**src/rcfir_pkg.sv**
```systemverilog
// Shared types and constants for the response convolution FIR block.
// Used by every module in src but rcfir_ram; depends on nothing.
package rcfir_pkg;

  // Width of a stored sample and of a coefficient.
  localparam int SAMPLE_BITS = 16;
  localparam int COEF_BITS   = 16;
  localparam int PROD_W      = SAMPLE_BITS + COEF_BITS;
  localparam int OUT_W       = 32;

  // Item commands.
  localparam logic CMD_LOAD   = 1'b0;
  localparam logic CMD_SAMPLE = 1'b1;

  // Configuration register indexes.
  localparam logic REG_TAPS_IN_USE  = 1'b0;
  localparam logic REG_RESULT_SHIFT = 1'b1;

  // Register reset values.
  localparam logic [6:0] TAPS_RESET  = 7'd64;
  localparam logic [4:0] SHIFT_RESET = 5'd15;

  typedef struct packed {
    logic              cmd;
    logic [5:0]        tap_index;
    logic signed [15:0] coef_value;
    logic signed [15:0] sample_value;
    logic              first_of_trace;
  } item_t;

  typedef struct packed {
    logic signed [31:0] filtered_value;
    logic               saturated;
  } result_t;

  // Per-tap control that travels alongside the memory reads.
  typedef struct packed {
    logic issue;
    logic live;
    logic first;
    logic last;
  } mac_ctl_t;

endpackage

```
**src/rcfir_ram.sv**
```systemverilog
// Simple dual-port memory: one write port, one read port, registered read data.
// Depends on nothing.
module rcfir_ram #(
  parameter int DEPTH = 64,
  parameter int WIDTH = 16
) (
  input  logic                     clk,
  input  logic                     wr_en,
  input  logic [$clog2(DEPTH)-1:0] wr_addr,
  input  logic [WIDTH-1:0]         wr_data,
  input  logic [$clog2(DEPTH)-1:0] rd_addr,
  output logic [WIDTH-1:0]         rd_data
);

  logic [WIDTH-1:0] mem [DEPTH];

  always_ff @(posedge clk) begin
    if (wr_en) begin
      mem[wr_addr] <= wr_data;
    end
    rd_data <= mem[rd_addr];
  end

endmodule

```
**src/rcfir_mac.sv**
```systemverilog
// Multiply-accumulate pipeline: aligns tap control with the memory read data,
// registers the product and sums it. Depends on rcfir_pkg.
module rcfir_mac #(
  parameter int ACC_W = 40
) (
  input  logic                                    clk,
  input  logic                                    rst,
  input  rcfir_pkg::mac_ctl_t                     ctl,
  input  logic signed [rcfir_pkg::COEF_BITS-1:0]   coef,
  input  logic signed [rcfir_pkg::SAMPLE_BITS-1:0] sample,
  output logic signed [ACC_W-1:0]                 acc,
  output logic                                    acc_done
);

  rcfir_pkg::mac_ctl_t ctl_rd;
  rcfir_pkg::mac_ctl_t ctl_prod;
  logic signed [rcfir_pkg::PROD_W-1:0] prod;
  logic signed [ACC_W-1:0] prod_ext;

  // ctl_rd lines up with the registered read data of both memories.
  always_ff @(posedge clk) begin
    if (rst) begin
      ctl_rd   <= '0;
      ctl_prod <= '0;
      acc_done <= 1'b0;
    end else begin
      ctl_rd   <= ctl;
      ctl_prod <= ctl_rd;
      acc_done <= ctl_prod.issue && ctl_prod.last;
    end
  end

  // A tap beyond the samples seen since the trace began contributes zero.
  always_ff @(posedge clk) begin
    if (ctl_rd.live) begin
      prod <= coef * sample;
    end else begin
      prod <= '0;
    end
  end

  assign prod_ext = {{(ACC_W - rcfir_pkg::PROD_W){prod[rcfir_pkg::PROD_W-1]}}, prod};

  always_ff @(posedge clk) begin
    if (ctl_prod.issue) begin
      if (ctl_prod.first) begin
        acc <= prod_ext;
      end else begin
        acc <= acc + prod_ext;
      end
    end
  end

endmodule

```
**src/rcfir_post.sv**
```systemverilog
// Output scaling: arithmetic right shift of the sum, then saturation to 32 bits.
// Two register stages. Depends on rcfir_pkg.
module rcfir_post #(
  parameter int ACC_W = 40
) (
  input  logic                    clk,
  input  logic                    rst,
  input  logic                    acc_done,
  input  logic signed [ACC_W-1:0] acc,
  input  logic [4:0]              result_shift,
  output rcfir_pkg::result_t      res,
  output logic                    res_done
);

  logic                    shifted_vld;
  logic signed [ACC_W-1:0] shifted;
  logic                    overflow;
  logic                    all_ones;
  logic                    all_zeros;

  always_ff @(posedge clk) begin
    if (rst) begin
      shifted_vld <= 1'b0;
      res_done    <= 1'b0;
    end else begin
      shifted_vld <= acc_done;
      res_done    <= shifted_vld;
    end
  end

  // Arithmetic shift rounds towards minus infinity.
  always_ff @(posedge clk) begin
    if (acc_done) begin
      shifted <= acc >>> result_shift;
    end
  end

  // The value fits when every bit from bit 31 upwards equals the sign.
  assign all_ones  = &shifted[ACC_W-1:rcfir_pkg::OUT_W-1];
  assign all_zeros = ~|shifted[ACC_W-1:rcfir_pkg::OUT_W-1];
  assign overflow  = !(all_ones || all_zeros);

  always_ff @(posedge clk) begin
    if (shifted_vld) begin
      res.saturated <= overflow;
      if (!overflow) begin
        res.filtered_value <= shifted[rcfir_pkg::OUT_W-1:0];
      end else if (shifted[ACC_W-1]) begin
        res.filtered_value <= {1'b1, {(rcfir_pkg::OUT_W-1){1'b0}}};
      end else begin
        res.filtered_value <= {1'b0, {(rcfir_pkg::OUT_W-1){1'b1}}};
      end
    end
  end

endmodule

```
**src/response_convolution_fir.sv**
```systemverilog
// Response convolution FIR: top level. Depends on rcfir_pkg, rcfir_ram,
// rcfir_mac and rcfir_post.
//
// This block convolves a stream of signed current samples with an electronic
// response held in an on-chip coefficient memory, one filtered result per
// sample item. A load item (cmd low) writes one Q1.15 coefficient at tap_index
// and gives no result; a load with tap_index of MAX_TAPS or more is dropped.
// A sample item writes its sample into a circular history memory and then
// walks the taps one per cycle through a single shared multiplier, reading one
// coefficient and one delayed sample each cycle. From its acceptance, a
// sample item goes through these steps in order: the acceptance itself, the
// memory reads, one per tap, then the multiply, accumulate, shift and
// saturate stages, the control seeing the finished result, and the hand-over
// of the item to the output register. The input is stalled from the
// acceptance until that hand-over, so the block takes no new item before it
// is through with the last sample item. A sample with first_of_trace set
// starts a new trace: a fill count records how many samples the current
// trace holds, and older history entries read as zero without any clearing
// pass. The sum is shifted right by result_shift (rounding towards minus
// infinity) and saturated to 32 bits, with saturated set when clipping took
// place. A finished result sits in the output register until taken, while
// the input side is already free for the next item. Coefficients that were
// never written read back as undefined. Configuration (index 0: taps_in_use,
// taken as 1 when zero and capped at MAX_TAPS; index 1: result_shift) is to
// be written by the user only while the block is idle, which the block
// itself has no check for; cfg_ready is always high.
module response_convolution_fir #(
  parameter int MAX_TAPS = 64
) (
  input  logic               clk,
  input  logic               rst,
  // Item input channel
  input  logic               item_valid,
  output logic               item_stall,
  input  rcfir_pkg::item_t   item,
  // Result output channel
  output logic               result_valid,
  input  logic               result_stall,
  output rcfir_pkg::result_t result,
  // Configuration write channel
  input  logic               cfg_valid,
  output logic               cfg_ready,
  input  logic               cfg_index,
  input  logic [6:0]         cfg_data
);

  localparam int AW    = $clog2(MAX_TAPS);
  localparam int CNT_W = $clog2(MAX_TAPS + 1);
  localparam int ACC_W = rcfir_pkg::PROD_W + $clog2(MAX_TAPS) + 1;

  localparam logic [1:0] ST_IDLE    = 2'd0;
  localparam logic [1:0] ST_RUN     = 2'd1;
  localparam logic [1:0] ST_WAIT    = 2'd2;
  localparam logic [1:0] ST_DELIVER = 2'd3;

  logic [1:0]       state;
  logic [1:0]       state_next;
  logic [6:0]       taps_in_use;
  logic [4:0]       result_shift;
  logic [AW-1:0]    hist_ptr;
  logic [AW-1:0]    hist_ptr_next;
  logic [CNT_W-1:0] fill;
  logic [CNT_W-1:0] fill_next;
  logic [AW-1:0]    rd_ptr;
  logic [AW-1:0]    rd_ptr_next;
  logic [CNT_W-1:0] tap_cnt;
  logic [CNT_W-1:0] tap_cnt_next;
  logic [CNT_W-1:0] taps_run;
  logic [CNT_W-1:0] taps_run_next;
  logic [CNT_W-1:0] taps_eff;

  logic             item_accept;
  logic             load_accept;
  logic             sample_accept;
  logic [AW-1:0]    pos_now;

  rcfir_pkg::mac_ctl_t ctl;
  logic signed [rcfir_pkg::COEF_BITS-1:0]   coef_rd;
  logic signed [rcfir_pkg::SAMPLE_BITS-1:0] sample_rd;
  logic signed [ACC_W-1:0]                  acc;
  logic                                     acc_done;
  rcfir_pkg::result_t                       post_res;
  logic                                     post_done;
  logic                                     out_free;

  assign item_stall    = (state != ST_IDLE);
  assign item_accept   = item_valid && !item_stall;
  assign load_accept   = item_accept && (item.cmd == rcfir_pkg::CMD_LOAD)
                         && (32'(item.tap_index) < MAX_TAPS);
  assign sample_accept = item_accept && (item.cmd == rcfir_pkg::CMD_SAMPLE);
  assign cfg_ready     = 1'b1;
  assign out_free      = !result_valid || !result_stall;

  // Effective tap count: zero means one, anything above the store is capped.
  always_comb begin
    if (taps_in_use == 7'd0) begin
      taps_eff = CNT_W'(1);
    end else if (32'(taps_in_use) > MAX_TAPS) begin
      taps_eff = CNT_W'(MAX_TAPS);
    end else begin
      taps_eff = CNT_W'(taps_in_use);
    end
  end

  // A new trace restarts the history at entry zero.
  assign pos_now = item.first_of_trace ? '0 : hist_ptr;

  // Tap control issued alongside the memory read addresses.
  always_comb begin
    ctl       = '0;
    ctl.issue = (state == ST_RUN);
    ctl.live  = (tap_cnt < fill);
    ctl.first = (tap_cnt == '0);
    ctl.last  = (tap_cnt == taps_run - CNT_W'(1));
  end

  always_comb begin
    state_next    = state;
    hist_ptr_next = hist_ptr;
    fill_next     = fill;
    rd_ptr_next   = rd_ptr;
    tap_cnt_next  = tap_cnt;
    taps_run_next = taps_run;
    case (state)
      ST_IDLE: begin
        if (sample_accept) begin
          if (pos_now == AW'(MAX_TAPS - 1)) begin
            hist_ptr_next = '0;
          end else begin
            hist_ptr_next = pos_now + AW'(1);
          end
          if (item.first_of_trace) begin
            fill_next = CNT_W'(1);
          end else if (fill != CNT_W'(MAX_TAPS)) begin
            fill_next = fill + CNT_W'(1);
          end
          rd_ptr_next   = pos_now;
          tap_cnt_next  = '0;
          taps_run_next = taps_eff;
          state_next    = ST_RUN;
        end
      end
      ST_RUN: begin
        tap_cnt_next = tap_cnt + CNT_W'(1);
        if (rd_ptr == '0) begin
          rd_ptr_next = AW'(MAX_TAPS - 1);
        end else begin
          rd_ptr_next = rd_ptr - AW'(1);
        end
        if (ctl.last) begin
          state_next = ST_WAIT;
        end
      end
      ST_WAIT: begin
        if (post_done) begin
          state_next = ST_DELIVER;
        end
      end
      ST_DELIVER: begin
        if (out_free) begin
          state_next = ST_IDLE;
        end
      end
      default: begin
        state_next = ST_IDLE;
      end
    endcase
  end

  always_ff @(posedge clk) begin
    if (rst) begin
      state    <= ST_IDLE;
      hist_ptr <= '0;
      fill     <= '0;
    end else begin
      state    <= state_next;
      hist_ptr <= hist_ptr_next;
      fill     <= fill_next;
    end
  end

  always_ff @(posedge clk) begin
    rd_ptr   <= rd_ptr_next;
    tap_cnt  <= tap_cnt_next;
    taps_run <= taps_run_next;
  end

  // Configuration registers.
  always_ff @(posedge clk) begin
    if (rst) begin
      taps_in_use  <= rcfir_pkg::TAPS_RESET;
      result_shift <= rcfir_pkg::SHIFT_RESET;
    end else if (cfg_valid && cfg_ready) begin
      case (cfg_index)
        rcfir_pkg::REG_TAPS_IN_USE:  taps_in_use  <= cfg_data;
        rcfir_pkg::REG_RESULT_SHIFT: result_shift <= cfg_data[4:0];
        default: begin
        end
      endcase
    end
  end

  // Output register: holds the finished item until the consumer takes it.
  always_ff @(posedge clk) begin
    if (rst) begin
      result_valid <= 1'b0;
    end else if (state == ST_DELIVER && out_free) begin
      result_valid <= 1'b1;
    end else if (!result_stall) begin
      result_valid <= 1'b0;
    end
  end

  always_ff @(posedge clk) begin
    if (state == ST_DELIVER && out_free) begin
      result <= post_res;
    end
  end

  rcfir_ram #(
    .DEPTH (MAX_TAPS),
    .WIDTH (rcfir_pkg::COEF_BITS)
  ) u_coef_ram (
    .clk     (clk),
    .wr_en   (load_accept),
    .wr_addr (AW'(item.tap_index)),
    .wr_data (item.coef_value),
    .rd_addr (tap_cnt[AW-1:0]),
    .rd_data (coef_rd)
  );

  rcfir_ram #(
    .DEPTH (MAX_TAPS),
    .WIDTH (rcfir_pkg::SAMPLE_BITS)
  ) u_hist_ram (
    .clk     (clk),
    .wr_en   (sample_accept),
    .wr_addr (pos_now),
    .wr_data (item.sample_value[rcfir_pkg::SAMPLE_BITS-1:0]),
    .rd_addr (rd_ptr),
    .rd_data (sample_rd)
  );

  rcfir_mac #(
    .ACC_W (ACC_W)
  ) u_mac (
    .clk      (clk),
    .rst      (rst),
    .ctl      (ctl),
    .coef     (coef_rd),
    .sample   (sample_rd),
    .acc      (acc),
    .acc_done (acc_done)
  );

  rcfir_post #(
    .ACC_W (ACC_W)
  ) u_post (
    .clk          (clk),
    .rst          (rst),
    .acc_done     (acc_done),
    .acc          (acc),
    .result_shift (result_shift),
    .res          (post_res),
    .res_done     (post_done)
  );

endmodule

```
**config.mk**
```make
export PLATFORM = sky130hd
export DESIGN_NAME = response_convolution_fir
export DESIGN_NICKNAME = d
export VERILOG_FILES = /design/src/rcfir_pkg.sv /design/src/rcfir_ram.sv /design/src/rcfir_mac.sv /design/src/rcfir_post.sv /design/src/response_convolution_fir.sv
export SDC_FILE = /design/constraint.sdc
export NUM_CORES = 2
export LEC_CHECK = 0
export BUFFER_PORTS_ARGS = -buffer_cell sky130_fd_sc_hd__buf_2
export CAP_MARGIN = 10
export CELL_PAD_IN_SITES_DETAIL_PLACEMENT = 1
export CELL_PAD_IN_SITES_GLOBAL_PLACEMENT = 2
export CORE_ASPECT_RATIO = 1.5
export CORE_MARGIN = 5
export CORE_UTILIZATION = 40
export DETAILED_ROUTE_END_ITERATION = 8
export PLACE_DENSITY = 0.72
export SLEW_MARGIN = 20
export SYNTH_ARGS = -nofsm -noshare
export SYNTH_HDL_FRONTEND = slang
export SYNTH_HIERARCHICAL = 1
export SYNTH_SLANG_ARGS = --single-unit
```
**constraint.sdc**
```tcl
create_clock -name clk -period 6.8 [get_ports clk]
set_input_delay 0.68 -clock clk [delete_from_list [all_inputs] [get_ports clk]]
set_output_delay 0.68 -clock clk [all_outputs]
set_load 0.02 [all_outputs]
```
==> flow_summary.json <==
{
  "clk_pin_slew_worst_paths_ns": 0.07,
  "timing_worst_slew_pin_value_ns": 1.13,
  "maxSlewViolCount": 0,
  "final.period_utilization_pct": 94.5,
  "total_cts_buffers": 225,
  "synth.lib_cells_used.distinct": 96,
  "setup.worst_path.start_class": "flop",
  "cts_root_buf": "sky130_fd_sc_hd__clkbuf_16",
  "critical_path_required_ns": 7.58,
  "tns_setup_ns": 0,
  "synth_xor_xnor_area_share_pct": 0.747,
  "post-dp-hpwl_um": 177000,
  "synthArstFlopShare_pct": 0,
  "finalWirelength_um": 272000,
  "critical_path.n_buffers_inverters": 5,
  "cts_post_setup_buffers_inserted": 0,
  "min_period_ns": 6.42,
  "grt_usage_pct": 20.1,
  "die_width_um": 425,
  "detail-route-antenna-nets": 0,
  "remaining_drc_errors": 0,
  "post_synth_inst_count": 5972,
  "multiplexer_fraction_of_the_synthesized_cell_area_pct": 13.5,
  "finalClockSkew_ns": 0.0920,
  "rsz_0062_raised_after_global_routing": "false",
  "avgViaCountPerCell": 5.50,
  "grt_start_max_net_pins": 95,
  "post_route_cells_drive_above_1_share_pct": 20.3,
  "start_util_pct": 40.2,
  "min_path_cells": 3,
  "synth_sequential_area_ratio_pct": 66.3,
  "synthFlopType": "sky130_fd_sc_hd__edfxtp_1",
  "finalNetCount": 6674,
  "path_delay_family": "adder cells",
  "min_delay_worst_type": "input port to flop",
  "maxCapViolations": 0,
  "place_congestion": 0.848,
  "htreeDepth": 4,
  "globalRouteOverflowTotal": 0,
  "critPathKind": "flop to flop",
  "grt_pass1_wl_um": 402000,
  "synth_compound_gate_area_share_pct": 4.39,
  "fp.coreArea_sq_mm": 0.257,
  "placement.io_buffers": 87,
  "slowest_stage": "sky130_fd_sc_hd__fa_1",
  "netlist_area_sq_mm": 0.103,
  "worst_r2r_path_depth": 22,
  "cp_common_cell": "sky130_fd_sc_hd__fa_1",
  "setup_viol_count_final": 0,
  "end_kind": "flop",
  "top_level_ports": 89,
  "insertion_delay_ns": 0.91,
  "largest_family_of_logic_cells_by_synthesized_area": "multiplexers",
  "crit_fanout": 11,
  "synth.avg_cell_area_sq_um": 17.3,
  "die_h_um": 632,
  "yosys_warnings": 6,
  "post_synth_and_or_nand_nor_area_fraction_pct": 5.20,
  "timing.final.hold_violations": 0,
  "synthesized_nets": 6426,
  "tritoncts_clock_tree": "done",
  "postSynthRegisterBits": 2314,
  "final_common_cell": "sky130_fd_sc_hd__edfxtp_1",
  "drt_first_iter_violations": 3855,
  "fp.dieArea_sq_mm": 0.269,
  "mostFrequentLayoutCells": "2212 x sky130_fd_sc_hd__edfxtp_1, 472 x sky130_fd_sc_hd__mux4_2, 363 x sky130_fd_sc_hd__nand2_1",
  "clock.fmax_mhz": 156,
  "drt_first_pass_iters": 7,
  "outcome": "finished, final reports clean",
  "first_global_vias": 58500,
  "worst-endpoint-arrival_ns": 7.20,
  "core.rowCount": 228,
  "timing.critical_path.cells": "buf_4 -> and2_1 -> fa_1 -> inv_1 -> fa_1 -> fa_1 -> inv_1 -> fa_1 -> fa_1 -> inv_1 -> fa_1 -> inv_1 -> ha_1 -> and4_2 -> a221oi_2 -> nor2b_1 -> a311oi_4 -> o21ai_2 -> a311oi_4 -> o21bai_2 -> xnor2_1 -> nor2_1",
  "cpPeakStageDelay_ns": 0.55,
  "clk_path_buf_depth": 4,
  "dr_total_vias": 54300,
  "syn_to_final_growth_pct": 12.0,
  "critical_path_cell_count": 22,
  "slew_headroom_pct": 24.5,
  "detail_route.wl_per_cell_um": 27.5,
  "antenna_found_initial": 11,
  "clkSinkCount": 2314,
  "synth_edf_count": 2212,
  "adder_and_majority_cell_fraction_of_the_synthesized_area_pct": 6.77
}
worst reg2reg max path, cell delays in order (launching register included):
cell,delay [ns]
sky130_fd_sc_hd__dfxtp_1,0.42
sky130_fd_sc_hd__buf_4,0.22
sky130_fd_sc_hd__and2_1,0.15
sky130_fd_sc_hd__fa_1,0.53
sky130_fd_sc_hd__inv_1,0.06
sky130_fd_sc_hd__fa_1,0.51
sky130_fd_sc_hd__fa_1,0.52
sky130_fd_sc_hd__inv_1,0.05
sky130_fd_sc_hd__fa_1,0.48
sky130_fd_sc_hd__fa_1,0.55
sky130_fd_sc_hd__inv_1,0.06
sky130_fd_sc_hd__fa_1,0.53
sky130_fd_sc_hd__inv_1,0.05
sky130_fd_sc_hd__ha_1,0.33
sky130_fd_sc_hd__and4_2,0.24
sky130_fd_sc_hd__a221oi_2,0.29
sky130_fd_sc_hd__nor2b_1,0.12
sky130_fd_sc_hd__a311oi_4,0.40
sky130_fd_sc_hd__o21ai_2,0.17
sky130_fd_sc_hd__a311oi_4,0.41
sky130_fd_sc_hd__o21bai_2,0.10
sky130_fd_sc_hd__xnor2_1,0.15
sky130_fd_sc_hd__nor2_1,0.05
flip-flops by register name, summed over array words and instances (netlist names), 7 cells and up:
register,cells
u_coef_ram/mem,1024
u_hist_ram/mem,1024
u_mac/acc,39
u_post/shifted,39
result,33
u_post/res,33
u_mac/prod,32
u_coef_ram/rd_data,16
u_hist_ram/rd_data,16
fill,7
tap_cnt,7
taps_in_use,7
taps_run,7
what timing repair did:
action                     CTS  global route
gates resized for setup      0             1
hold buffers                 6             0
hold endpoints to repair     7             0
setup endpoints to repair    0             6
cell type report:
cell class | instances | area [sq um]
Fill cell | 24400 | 141000
Sequential cell | 2314 | 68500
Multi-Input combinational cell | 3006 | 31700
Clock buffer | 276 | 5950
Tap cell | 3450 | 4320
Timing Repair Buffer | 324 | 2390
Clock inverter | 133 | 1410
Inverter | 349 | 1310
Antenna cell | 5 | 12.5
per-stage QoR:
stage          hold slack [ns]  util [%]  setup WS, ns  instance area (sq um)  std cells
4_1_cts                 0.0254      44.9         0.208                 116000       9851
3_5_place_dp             0.401      42.1         0.130                 108000       9436
2_1_floorplan            0.395         -         0.647                 103000       5972
6_report                0.0909      45.0         0.375                 116000       9857
3_3_place_gp             0.394      42.1         0.188                 108000       9436
5_1_grt                 0.0739      45.0       0.00145                 116000       9853
logic make-up after synthesis:
logic type	Yosys count
flip-flops	2314
XOR/XNOR	88
AO/OA/AOI/OAI	638
multiplexers	772
buffers and inverters	652
adder cells (fa/ha/maj)	401
AND/OR/NAND/NOR	1106
other	1
path summary, 6_finish.rpt:
kind	start	to	slack [ns]
worst max-delay path	u_coef_ram/rd_data[7]$_DFF_P_	u_mac/prod[23]$_SDFF_PN0_	0.38
worst min-delay path	cfg_data[5]	taps_in_use[5]$_SDFFE_PP0P_	0.09
worst max register to register	u_coef_ram/rd_data[7]$_DFF_P_	u_mac/prod[23]$_SDFF_PN0_	0.38
worst min register to register	u_post/res[9]$_DFFE_PP_	result[9]$_DFFE_PP_	0.41
synth_stat cells, types with 45 or more instances:
library cell | n | area (sq um)
sky130_fd_sc_hd__buf_2 | 84 | 420
sky130_fd_sc_hd__o21ai_0 | 94 | 470
sky130_fd_sc_hd__ha_1 | 138 | 1730
sky130_fd_sc_hd__dfxtp_1 | 102 | 2040
sky130_fd_sc_hd__a21o_1 | 59 | 443
sky130_fd_sc_hd__edfxtp_1 | 2212 | 66400
sky130_fd_sc_hd__clkbuf_1 | 119 | 447
sky130_fd_sc_hd__nor2_1 | 255 | 957
sky130_fd_sc_hd__a22oi_1 | 87 | 653
sky130_fd_sc_hd__xnor2_1 | 45 | 394
sky130_fd_sc_hd__a21oi_1 | 111 | 556
sky130_fd_sc_hd__mux4_2 | 472 | 10600
sky130_fd_sc_hd__mux2i_1 | 207 | 2070
sky130_fd_sc_hd__fa_1 | 263 | 5270
sky130_fd_sc_hd__and2_1 | 143 | 895
sky130_fd_sc_hd__inv_1 | 344 | 1290
sky130_fd_sc_hd__nor2b_1 | 94 | 588
sky130_fd_sc_hd__nand3_1 | 85 | 425
sky130_fd_sc_hd__nand2_1 | 363 | 1360
sky130_fd_sc_hd__mux2_2 | 79 | 890
metal layers:
| layer | vias to the layer above | routed length (um) | part of all wire (%) | GRT usage (%) |
|---|---|---|---|---|
| met5 | - | 27 | 0.0099 | 0 |
| met4 | 4 | 10600 | 3.9 | 7.10 |
| li1 | 23600 | - | - | - |
| met3 | 419 | 10900 | 4.0 | 2.23 |
| met1 | 29000 | 103000 | 38 | 24.2 |
| met2 | 1245 | 147000 | 54 | 37.2 |
Power is left out: the tool's default activity adds up to more than one toggle a clock period on the data nets, which glitch-free logic cannot reach.
